<file path="src/design/imuq_pkg.sv">
package imuq_pkg;

   localparam logic [23:0] HDR_PREFIX = 24'h5A5A10;
   localparam logic [7:0]  HDR_LAST   = 8'h09;
   localparam logic [7:0]  HDR_SUM    = 8'hCD;

   localparam logic [3:0] FIRST_PAYLOAD_POS = 4'd4;
   localparam logic [3:0] CHECKSUM_POS      = 4'd13;
   localparam int         PAYLOAD_LEN       = 9;

   localparam logic [32:0] MAG_LOW_RESET  = 33'd90000000;
   localparam logic [32:0] MAG_HIGH_RESET = 33'd110000000;

   localparam logic REG_MAG_LOW  = 1'b0;
   localparam logic REG_MAG_HIGH = 1'b1;

   localparam logic [1:0] STATUS_GOOD      = 2'd0;
   localparam logic [1:0] STATUS_CHECKSUM  = 2'd1;
   localparam logic [1:0] STATUS_MAGNITUDE = 2'd2;

   typedef struct packed {
      logic signed [15:0] quat_z;
      logic signed [15:0] quat_y;
      logic signed [15:0] quat_x;
      logic signed [15:0] quat_w;
      logic [7:0]         accuracy;
      logic               checksum_ok;
   } frame_entry_type;

   typedef struct packed {
      logic [7:0]         accuracy;
      logic signed [15:0] quat_z;
      logic signed [15:0] quat_y;
      logic signed [15:0] quat_x;
      logic signed [15:0] quat_w;
      logic [1:0]         frame_status;
   } frame_result_type;

endpackage

</file>
<file path="src/design/imu_quaternion_frame_parser_unit.sv">
// Channel  Direction  Item                      Handshake
// req      in         one received serial byte  req_tvalid / req_tready
// rsp      out        one decoded frame         rsp_tvalid / rsp_tready
// csr      in         bound register write      csr_wen, no wait
//
// One byte is taken every cycle; only the checksum byte waits, and only when
// the frame queue is full. After its checksum byte is taken, a frame passes
// through the queue and the three-stage square, sum and compare pipeline.
// Reset is synchronous and clears the header hunt, the queue and the pipeline.
// A stalled result side fills the pipeline and then the queue before the
// input side holds at the next checksum byte.
module imu_quaternion_frame_parser_unit #(
   parameter int QUEUE_DEPTH = 2
) (
   input  logic        clock,
   input  logic        reset,
   input  logic        req_tvalid,
   output logic        req_tready,
   input  logic [7:0]  req_tdata,   // [7:0] rx_byte
   output logic        rsp_tvalid,
   input  logic        rsp_tready,
   output logic [71:0] rsp_tdata,   // quat_w, quat_x, quat_y, quat_z, accuracy
   output logic [1:0]  rsp_tuser,   // [1:0] frame_status
   input  logic        csr_wen,
   input  logic        csr_index,
   input  logic [32:0] csr_wdata
);

   logic [32:0] mag_low_ff, mag_low_in;
   logic [32:0] mag_high_ff, mag_high_in;

   logic                       push_valid, push_ready;
   logic                       pop_valid, pop_ready;
   imuq_pkg::frame_entry_type  push_entry, pop_entry;
   imuq_pkg::frame_result_type result;

   always_comb begin
      mag_low_in  = mag_low_ff;
      mag_high_in = mag_high_ff;
      if (csr_wen) begin
         case (csr_index)
            imuq_pkg::REG_MAG_LOW:  mag_low_in  = csr_wdata;
            imuq_pkg::REG_MAG_HIGH: mag_high_in = csr_wdata;
            default: begin
            end
         endcase
      end
   end

   always_ff @(posedge clock) begin
      if (reset) begin
         mag_low_ff  <= imuq_pkg::MAG_LOW_RESET;
         mag_high_ff <= imuq_pkg::MAG_HIGH_RESET;
      end else begin
         mag_low_ff  <= mag_low_in;
         mag_high_ff <= mag_high_in;
      end
   end

   imuq_front u_front (
      .clock      (clock),
      .reset      (reset),
      .req_tvalid (req_tvalid),
      .req_tready (req_tready),
      .req_tdata  (req_tdata),
      .push_valid (push_valid),
      .push_ready (push_ready),
      .push_entry (push_entry)
   );

   imuq_queue #(
      .DEPTH (QUEUE_DEPTH)
   ) u_queue (
      .clock      (clock),
      .reset      (reset),
      .push_valid (push_valid),
      .push_ready (push_ready),
      .push_entry (push_entry),
      .pop_valid  (pop_valid),
      .pop_ready  (pop_ready),
      .pop_entry  (pop_entry)
   );

   imuq_back u_back (
      .clock      (clock),
      .reset      (reset),
      .mag_low    (mag_low_ff),
      .mag_high   (mag_high_ff),
      .in_valid   (pop_valid),
      .in_ready   (pop_ready),
      .in_entry   (pop_entry),
      .out_valid  (rsp_tvalid),
      .out_ready  (rsp_tready),
      .out_result (result)
   );

   assign rsp_tdata = {result.accuracy, result.quat_z, result.quat_y,
                       result.quat_x, result.quat_w};
   assign rsp_tuser = result.frame_status;

endmodule

</file>
<file path="src/design/imuq_front.sv">
module imuq_front (
   input  logic                      clock,
   input  logic                      reset,
   input  logic                      req_tvalid,
   output logic                      req_tready,
   input  logic [7:0]                req_tdata,
   output logic                      push_valid,
   input  logic                      push_ready,
   output imuq_pkg::frame_entry_type push_entry
);

   logic [23:0] window_ff, window_in;
   logic        in_frame_ff, in_frame_in;
   logic [3:0]  pos_ff, pos_in;
   logic [7:0]  sum_ff, sum_in;
   logic [7:0]  payload_ff [imuq_pkg::PAYLOAD_LEN];
   logic        collect;
   logic        accept;
   logic [3:0]  slot;

   assign collect = (pos_ff >= imuq_pkg::FIRST_PAYLOAD_POS) &&
                    (pos_ff < imuq_pkg::CHECKSUM_POS);
   assign push_valid = req_tvalid && in_frame_ff && !collect;
   assign req_tready = !(in_frame_ff && !collect) || push_ready;
   assign accept = req_tvalid && req_tready;
   assign slot = pos_ff - imuq_pkg::FIRST_PAYLOAD_POS;

   always_comb begin
      push_entry.quat_w      = {payload_ff[0], payload_ff[1]};
      push_entry.quat_x      = {payload_ff[2], payload_ff[3]};
      push_entry.quat_y      = {payload_ff[4], payload_ff[5]};
      push_entry.quat_z      = {payload_ff[6], payload_ff[7]};
      push_entry.accuracy    = payload_ff[8];
      push_entry.checksum_ok = (sum_ff == req_tdata);
   end

   always_comb begin
      window_in   = window_ff;
      in_frame_in = in_frame_ff;
      pos_in      = pos_ff;
      sum_in      = sum_ff;
      if (accept) begin
         if (!in_frame_ff) begin
            if (window_ff == imuq_pkg::HDR_PREFIX && req_tdata == imuq_pkg::HDR_LAST) begin
               in_frame_in = 1'b1;
               pos_in      = imuq_pkg::FIRST_PAYLOAD_POS;
               sum_in      = imuq_pkg::HDR_SUM;
               window_in   = '0;
            end else begin
               window_in = {window_ff[15:0], req_tdata};
            end
         end else if (collect) begin
            sum_in = sum_ff + req_tdata;
            pos_in = pos_ff + 4'd1;
         end else begin
            in_frame_in = 1'b0;
            pos_in      = '0;
            sum_in      = '0;
            window_in   = '0;
         end
      end
   end

   always_ff @(posedge clock) begin
      if (reset) begin
         window_ff   <= '0;
         in_frame_ff <= 1'b0;
         pos_ff      <= '0;
         sum_ff      <= '0;
      end else begin
         window_ff   <= window_in;
         in_frame_ff <= in_frame_in;
         pos_ff      <= pos_in;
         sum_ff      <= sum_in;
      end
   end

   always_ff @(posedge clock) begin
      if (accept && in_frame_ff && collect) begin
         payload_ff[slot] <= req_tdata;
      end
   end

endmodule

</file>
<file path="src/design/imuq_queue.sv">
module imuq_queue #(
   parameter int DEPTH = 2
) (
   input  logic                      clock,
   input  logic                      reset,
   input  logic                      push_valid,
   output logic                      push_ready,
   input  imuq_pkg::frame_entry_type push_entry,
   output logic                      pop_valid,
   input  logic                      pop_ready,
   output imuq_pkg::frame_entry_type pop_entry
);

   localparam int PW = (DEPTH > 1) ? $clog2(DEPTH) : 1;
   localparam int CW = $clog2(DEPTH + 1);

   imuq_pkg::frame_entry_type slots_ff [DEPTH];
   logic [PW-1:0] wr_ptr_ff, wr_ptr_in;
   logic [PW-1:0] rd_ptr_ff, rd_ptr_in;
   logic [CW-1:0] count_ff, count_in;
   logic          do_push;
   logic          do_pop;

   assign push_ready = (count_ff != CW'(DEPTH));
   assign pop_valid  = (count_ff != '0);
   assign pop_entry  = slots_ff[rd_ptr_ff];
   assign do_push    = push_valid && push_ready;
   assign do_pop     = pop_valid && pop_ready;

   always_comb begin
      wr_ptr_in = wr_ptr_ff;
      rd_ptr_in = rd_ptr_ff;
      count_in  = count_ff;
      if (do_push) begin
         wr_ptr_in = (wr_ptr_ff == PW'(DEPTH - 1)) ? '0 : wr_ptr_ff + PW'(1);
      end
      if (do_pop) begin
         rd_ptr_in = (rd_ptr_ff == PW'(DEPTH - 1)) ? '0 : rd_ptr_ff + PW'(1);
      end
      if (do_push && !do_pop) begin
         count_in = count_ff + CW'(1);
      end else if (do_pop && !do_push) begin
         count_in = count_ff - CW'(1);
      end
   end

   always_ff @(posedge clock) begin
      if (reset) begin
         wr_ptr_ff <= '0;
         rd_ptr_ff <= '0;
         count_ff  <= '0;
      end else begin
         wr_ptr_ff <= wr_ptr_in;
         rd_ptr_ff <= rd_ptr_in;
         count_ff  <= count_in;
      end
   end

   always_ff @(posedge clock) begin
      if (do_push) begin
         slots_ff[wr_ptr_ff] <= push_entry;
      end
   end

endmodule

</file>
<file path="src/design/imuq_back.sv">
module imuq_back (
   input  logic                       clock,
   input  logic                       reset,
   input  logic [32:0]                mag_low,
   input  logic [32:0]                mag_high,
   input  logic                       in_valid,
   output logic                       in_ready,
   input  imuq_pkg::frame_entry_type  in_entry,
   output logic                       out_valid,
   input  logic                       out_ready,
   output imuq_pkg::frame_result_type out_result
);

   logic v1_ff, v1_in, v2_ff, v2_in, v3_ff, v3_in;
   logic ready1, ready2, ready3;

   imuq_pkg::frame_entry_type e1_ff, e2_ff;
   logic [30:0] sq_w_ff, sq_x_ff, sq_y_ff, sq_z_ff;
   logic [31:0] sum_a_ff, sum_b_ff;
   imuq_pkg::frame_result_type res_ff;

   logic signed [31:0] prod_w, prod_x, prod_y, prod_z;
   logic [32:0]        total;
   logic [1:0]         status;

   assign ready3   = !v3_ff || out_ready;
   assign ready2   = !v2_ff || ready3;
   assign ready1   = !v1_ff || ready2;
   assign in_ready = ready1;

   assign prod_w = 32'(in_entry.quat_w) * 32'(in_entry.quat_w);
   assign prod_x = 32'(in_entry.quat_x) * 32'(in_entry.quat_x);
   assign prod_y = 32'(in_entry.quat_y) * 32'(in_entry.quat_y);
   assign prod_z = 32'(in_entry.quat_z) * 32'(in_entry.quat_z);

   assign total = {1'b0, sum_a_ff} + {1'b0, sum_b_ff};

   always_comb begin
      if (!e2_ff.checksum_ok) begin
         status = imuq_pkg::STATUS_CHECKSUM;
      end else if ((mag_low < total) && (total < mag_high)) begin
         status = imuq_pkg::STATUS_GOOD;
      end else begin
         status = imuq_pkg::STATUS_MAGNITUDE;
      end
   end

   always_comb begin
      v1_in = ready1 ? in_valid : v1_ff;
      v2_in = ready2 ? v1_ff : v2_ff;
      v3_in = ready3 ? v2_ff : v3_ff;
   end

   always_ff @(posedge clock) begin
      if (reset) begin
         v1_ff <= 1'b0;
         v2_ff <= 1'b0;
         v3_ff <= 1'b0;
      end else begin
         v1_ff <= v1_in;
         v2_ff <= v2_in;
         v3_ff <= v3_in;
      end
   end

   always_ff @(posedge clock) begin
      if (ready1) begin
         e1_ff   <= in_entry;
         sq_w_ff <= prod_w[30:0];
         sq_x_ff <= prod_x[30:0];
         sq_y_ff <= prod_y[30:0];
         sq_z_ff <= prod_z[30:0];
      end
      if (ready2) begin
         e2_ff    <= e1_ff;
         sum_a_ff <= {1'b0, sq_w_ff} + {1'b0, sq_x_ff};
         sum_b_ff <= {1'b0, sq_y_ff} + {1'b0, sq_z_ff};
      end
      if (ready3) begin
         res_ff.quat_w       <= e2_ff.quat_w;
         res_ff.quat_x       <= e2_ff.quat_x;
         res_ff.quat_y       <= e2_ff.quat_y;
         res_ff.quat_z       <= e2_ff.quat_z;
         res_ff.accuracy     <= e2_ff.accuracy;
         res_ff.frame_status <= status;
      end
   end

   assign out_valid  = v3_ff;
   assign out_result = res_ff;

endmodule
</file>
<file path="config.mk">
export PLATFORM = sky130hd
export DESIGN_NAME = imu_quaternion_frame_parser_unit
export DESIGN_NICKNAME = d
export VERILOG_FILES = /design/src/design/imuq_pkg.sv /design/src/design/imu_quaternion_frame_parser_unit.sv /design/src/design/imuq_front.sv /design/src/design/imuq_queue.sv /design/src/design/imuq_back.sv
export SDC_FILE = /design/constraint.sdc
export NUM_CORES = 2
export LEC_CHECK = 0
export BUFFER_PORTS_ARGS = -buffer_cell sky130_fd_sc_hd__buf_2
export CELL_PAD_IN_SITES_DETAIL_PLACEMENT = 0
export CELL_PAD_IN_SITES_GLOBAL_PLACEMENT = 1
export CORE_MARGIN = 1.5
export CORE_UTILIZATION = 53
export DETAILED_ROUTE_END_ITERATION = 7
export PLACE_DENSITY_LB_ADDON = 0.1
export SLEW_MARGIN = 10
export SYNTH_ARGS = -nofsm -noshare
export SYNTH_HDL_FRONTEND = slang
export SYNTH_SLANG_ARGS = --single-unit
</file>
<file path="constraint.sdc">
create_clock -name clock -period 9.5 [get_ports clock]
set_input_delay 1.9 -clock clock [delete_from_list [all_inputs] [get_ports clock]]
set_output_delay 1.9 -clock clock [all_outputs]
set_load 0.005 [all_outputs]
</file>
After elaboration in Yosys (flattened, before gate mapping)
Memories as Yosys holds them, arrays and structs flattened. A register that Yosys moved wholly into a read port is not among the register bits.
Index checks and enable logic that the tools add are counted.
- register bits after elaboration: 518
- bits in writable memories: 218
- bits of input ports: 47
- logic and storage cells: 116
- memories kept: 2
- memory list (name ; depth ; width ; rd ports ; clocked after Yosys merged registers in ; wr ports ; RTL line ; source):
    u_queue.slots_ff ; 2 ; 73 ; 1 ; 1 ; 1 ; imuq_queue.sv:17 ; imuq_pkg::frame_entry_type slots_ff [DEPTH];
    u_front.payload_ff ; 9 ; 8 ; 9 ; 0 ; 1 ; imuq_front.sv:16 ; logic [7:0] payload_ff [imuq_pkg::PAYLOAD_LEN];
- $add $sub $neg: 10
- $mul: 4
- order comparisons: 4
- equal/unequal tests: 5
- muxes and demuxes: 23
- bitwise operators: 1
- reduce and logical (&&, ||, !) cells: 31
- operators by type and width (operator ; number):
    $mul A16 B16 Y31 ; 4
    $mux W24 ; 3
    $lt A33 B33 Y1 ; 2
    $add A31 B31 Y32 ; 2
    $add A32 B32 Y33 ; 1
    $eq A24 B23 Y1 const B ; 1
    $mux W8 ; 3
    $logic_and A1 B1 Y1 ; 13
    $mux W4 ; 3
    $mux W1 ; 11
    $add A8 B8 Y8 ; 1
    $eq A8 B4 Y1 const B ; 1
    $eq A8 B8 Y1 ; 1
    $reduce_and A2 Y1 ; 4
    $logic_not A1 Y1 ; 7
    $mux W2 ; 3
    $reduce_bool A2 Y1 ; 3
    $add A4 B1 Y4 const B ; 1
    $ge A4 B3 Y1 const B ; 1
    $logic_or A1 B1 Y1 ; 4
    $lt A4 B4 Y1 const B ; 1
    $ne A2 B2 Y1 const B ; 2
    $sub A4 B3 Y4 const B ; 1
    $add A1 B1 Y1 const B ; 2
    3 further kinds ; 3

Depth between registers and ports, before layout
- depth after elaboration: 11
- gate-level depth with buffers: 29
- mapped depth without buffers: 25

Modules after synthesis
Synthesis repeated with hierarchy kept, for this count alone.
- cell total of the unflattened synthesis: 5791
- area total of the unflattened synthesis: 64662.0 sq um
- by module, submodules not included (module ; instances ; cells an instance ; area an instance (sq um) ; seq. area each (sq um)):
    imuq_back ; 1 ; 5009 ; 52405.3 ; 12071.6
    imuq_queue ; 1 ; 251 ; 5486.5 ; 4484.3
    imuq_front ; 1 ; 268 ; 4057.6 ; 2902.8
    imu_quaternion_frame_parser_unit ; 1 ; 263 ; 2712.6 ; 1321.3

Worst setup path after synthesis
No wires, ideal clock.
- kind: input-to-reg
- from: in rsp_tready
- to: reg u_queue.count_ff[1]
- arrival: 8.768 ns
- data required time: 9.430 ns
- setup slack: 0.662 ns
- stages on the path: 6
- path through: nor2b_1 nand3_1 o21ai_0 ha_1 or3_1 a21oi_1
- word-level cells in the longest chain between the ends: 7
- elaborated cells between the ends (all ways): 9
- ends and longest elaborated chain (item ; RTL line ; source):
    from (decl) ; imu_quaternion_frame_parser_unit.sv:21 ; input logic rsp_tready,
    $logic_or A1 B1 Y1 (*) ; imuq_back.sv:26 ; assign ready3 = !v3_ff || out_ready;
    $logic_or A1 B1 Y1 (*) ; imuq_back.sv:27 ; assign ready2 = !v2_ff || ready3;
    $logic_or A1 B1 Y1 (*) ; imuq_back.sv:28 ; assign ready1 = !v1_ff || ready2;
    $logic_and A1 B1 Y1 (*) ; imuq_queue.sv:28 ; assign do_pop = pop_valid && pop_ready;
    $logic_not A1 Y1 ; imuq_queue.sv:40 ; if (do_push && !do_pop) begin
    $logic_and A1 B1 Y1 ; imuq_queue.sv:40 ;
    $mux W2 / $reduce_bool A2 Y1 (equally long branches) ; n/a ;
    to (signal assigned) ; imuq_queue.sv:55 ; count_ff <= count_in;
    to (decl) ; imuq_queue.sv:20 ; logic [CW-1:0] count_ff, count_in;
Every way passes the cells marked *; elsewhere a longest branch is shown, timed or not.
A chain may end at the register's enable or synchronous reset.

==> metrics.md <==
| Metric | Value |
|---|---|
| WHS Path Cells | 0 |
| Longest Clk Path Bufs | 3 |
| CP Max Fanout | 29 |
| Distinct cell type count of the synthesized netlist | 77 |
| Input/output buffers | 122 |
| Synth area leader | edfxtp_1 |
| Slowest-stage cell, CP | mux2i_1 |
| CTS tree | done |
| Vias per cell | 5.33 |
| Drt wl/cell | 20.0 um |
| Antenna viol nets, final | 0 |
| Final core utilization | 0.583 |
| DRT Wirelength | 152 mm |
| Inserted Clock Buffers | 83 |
| Max incr delay on CP | ~0.86 ns |
| Clock sinks | 729 |
| HPWL after DPL | 119 mm |
| Largest cells by area after synthesis | edfxtp_1, fa_1, ha_1, inv_1, dfxtp_1 |
| Vias in the first global route | 43000 |
| Routability cong. | 0.890 |
| Fill cells | 10100 |
| Asr flop ratio synth | 0 |
| Synth Flop Type | edfxtp_1 |
| Delay-heaviest family, CP | adder cells |
| Clock Tree Root | clkbuf_16 |
| Relative slew slack | 0.297 |
| Worst Reg2Reg Path Length in Cells | 23 |
| Hold_buf cts | 0 |
| Worst slew pin tran | slightly above 1 ns |
| RSZ-0062 raised after global routing | false |
| CP endpoint kind | flop |
| Tot GR Track Use | 0.260 |
| MaxCap Viol Count | 0 |
| Worst Clk Skew | 0.0327 ns |
| H-Tree Depth | 3 |
| Final setup viols | 0 |
| Maximum VDD drop | approximately 0.18 mV |
| Post-cts sizing count | 0 |
| Synth top area share | 0.294 |
| Largest net degree at the start of global routing | 157 |
| Arr. time, crit path | 9.36 ns |
| Post-synthesis net count | 7252 |
| Overflow after GRT | 0 |
| Die area | between 100000 and 150000 um^2 |
| Post-CTS setup buffer count | 0 |
| Hold/Removal Path Class | reg -> reg |
| Synthesized area per cell | between 10 and 15 um^2 |
| Crit start category | flop |
| CP required | 9.98 ns |
| TritonRoute pass-1 iters | 8 |
| Post-synthesis sequential element count | 729 |
| Reg clk slew, reported paths | ~0.070 ns |
| Area growth, synth to finish | 8.87% |
| Die height | 348 um |
| Post-Place Worst Slack | 0.747 ns |
| Cells after Synth | 5794 |
| Minimum clock period | 8.88 ns |
| Fmax | 113 MHz |
| Global-route wire length before repair | 240 mm |
| Starting Density | 0.535 |
| Ant diodes | 0 |
| Detailed Route Iter0 Violations | roughly 2400 |
| Nets | 7432 |
| Critical Path, Cell by Cell | buf_12 -> buf_4 -> mux2i_1 -> inv_1 -> nand2_1 -> fa_1 -> fa_1 -> inv_1 -> fa_1 -> fa_1 -> fa_1 -> inv_1 -> fa_1 -> inv_1 -> ha_1 -> nand4_1 -> or2_2 -> nor2_1 -> a31oi_1 -> o21ai_0 -> a211oi_1 -> o21bai_1 -> xor2_1 |
| WHS | 0.405 ns |
| Post-synth EDFFs | 618 |
| Setup WS post-layout | between 0.6 and 0.7 ns |
| Worst Path Buf+Inv | 6 |
| Period Utilization, post-route | 0.935 |
| # IOs | 123 |
| Non-filler instance count after layout | 7578 |
| Initial antenna violation count | 3 |
| Fin Setup TNS | 0 ns |
| Post-Syn Area | 63200 um^2 |
| Hold Vio Cnt, Final | 0 |
| Via count | a little over 40000 |
| Critical path class | reg -> reg |
| Slew Viols, Final | 0 |
| Row count | 126 |
| Yosys warning count | 0 |
| Crit. path cell count | 23 |
| Dpl cells | 7425 |
| Register area share after synthesis | 0.329 |
| PD cells | between 90 and 100 nW/um^2 |
| Crit-path most repeated cell | fa_1 |
| Drt drc | 0 |
| Worst-skew pair later-pin latency | 0.68 ns |
| Layout cell share with drive strength beyond 1 | 0.0622 |
| Die Width | between 300 and 400 um |
| Status | finished clean |
| Static leakage | 0.0325 uW |
| Core area | 118000 um^2 |
-- sequential cells by signal (all words and copies together), names as in the netlist, 2 cells and up, named ones only --
signal	cells
u_queue.slots_ff	146
u_back.out_result	74
u_back.e2_ff	73
u_front.payload_ff	72
u_back.e1_ff	71
mag_high_ff	33
mag_low_ff	33
u_back.sum_a_ff	32
u_back.sum_b_ff	32
u_back.sq_w_ff	30
u_back.sq_x_ff	30
u_back.sq_y_ff	29
u_back.sq_z_ff	29
u_front.window_ff	24
u_front.sum_ff	8
u_front.pos_ff	4
u_queue.count_ff	2
-- per-stage QoR --
step | power (uW) | instance area [um^2]
after global routing | 7050 | 68800
after global placement | 3640 | 66000
after floorplan | 3580 | 63200
after detailed placement | 3640 | 66000
after CTS | 6920 | 68800
final | 6840 | 68800
-- metal layers --
| metal | up-vias | GRT usage | part of all wire |
|---|---|---|---|
| met1 | 20700 | 0.369 | 0.45 |
| li1 | 18700 | - | - |
| met3 | 176 | 0.0256 | 0.048 |
| met2 | 916 | 0.436 | 0.49 |
| met5 | - | 0 | 0 |
| met4 | 0 | 0.0577 | 0.021 |
-- layout by cell type (no fill, tap or decap), drive strengths merged, types with 103 or more instances in the layout --
master,netlist,final
a21o,103,103
nand2,507,507
xnor2,179,179
fa,916,916
dfxtp,111,111
ha,495,495
nor2,404,404
a21oi,214,214
inv,1390,1395
edfxtp,618,618
buf,6,202
-- power by group --
group	internal, uW	switching, uW	leakage, uW
Combinational	40.4	76.2	0.0241
Clock	1920	1350	0.00134
Sequential	3440	11.3	0.00710
-- Yosys cell counts (22+ instances only) --
cell / number
o21bai_1: 22
and2_1: 23
xnor2_1: 179
inv_1: 1390
nand3b_1: 28
nor3_1: 48
a21o_1: 103
clkinv_1: 27
dfxtp_1: 111
nand2b_1: 24
nand2_1: 507
a211oi_1: 25
o21a_1: 32
nand4_1: 26
ha_1: 495
clkbuf_1: 101
mux2i_1: 66
edfxtp_1: 618
nor2_1: 404
nor2b_1: 27
nand3_1: 33
a21oi_1: 214
a22oi_1: 29
xor2_1: 74
o21ai_0: 81
fa_1: 916
-- kinds of logic (layout without fill, tap and decap cells) --
group,count (synthesis),count (layout),synth area share
adder cells (fa/ha/maj),1411,1411,0.388
XOR/XNOR,253,253,0.0351
AO/OA/AOI/OAI,627,627,0.0652
buffers and inverters,1524,1772,0.0905
multiplexers,77,77,0.0124
flip-flops,729,729,0.329
AND/OR/NAND/NOR,1173,1173,0.0796
-- final cells by class --
type	instances	area [um^2]	area share
Timing Repair Buffer	202	1240	0.0180
Inverter	1417	5320	0.0774
Sequential cell	729	20800	0.302
Multi-Input combinational cell	3541	36700	0.534
Clock inverter	53	604	0.00879
Clock buffer	100	2170	0.0316
Tap cell	1536	1920	0.0279
-- worst paths after layout --
path                          from                  to  slack, ns
hold / removal    u_back.e1_ff[12]    u_back.e2_ff[12]       0.40
setup / recovery              flop  u_back.sq_x_ff[29]       0.62
hold reg to reg   u_back.e1_ff[12]    u_back.e2_ff[12]       0.40
setup reg to reg              flop  u_back.sq_x_ff[29]       0.62
Note: power is estimated with default switching activity, not from simulation.
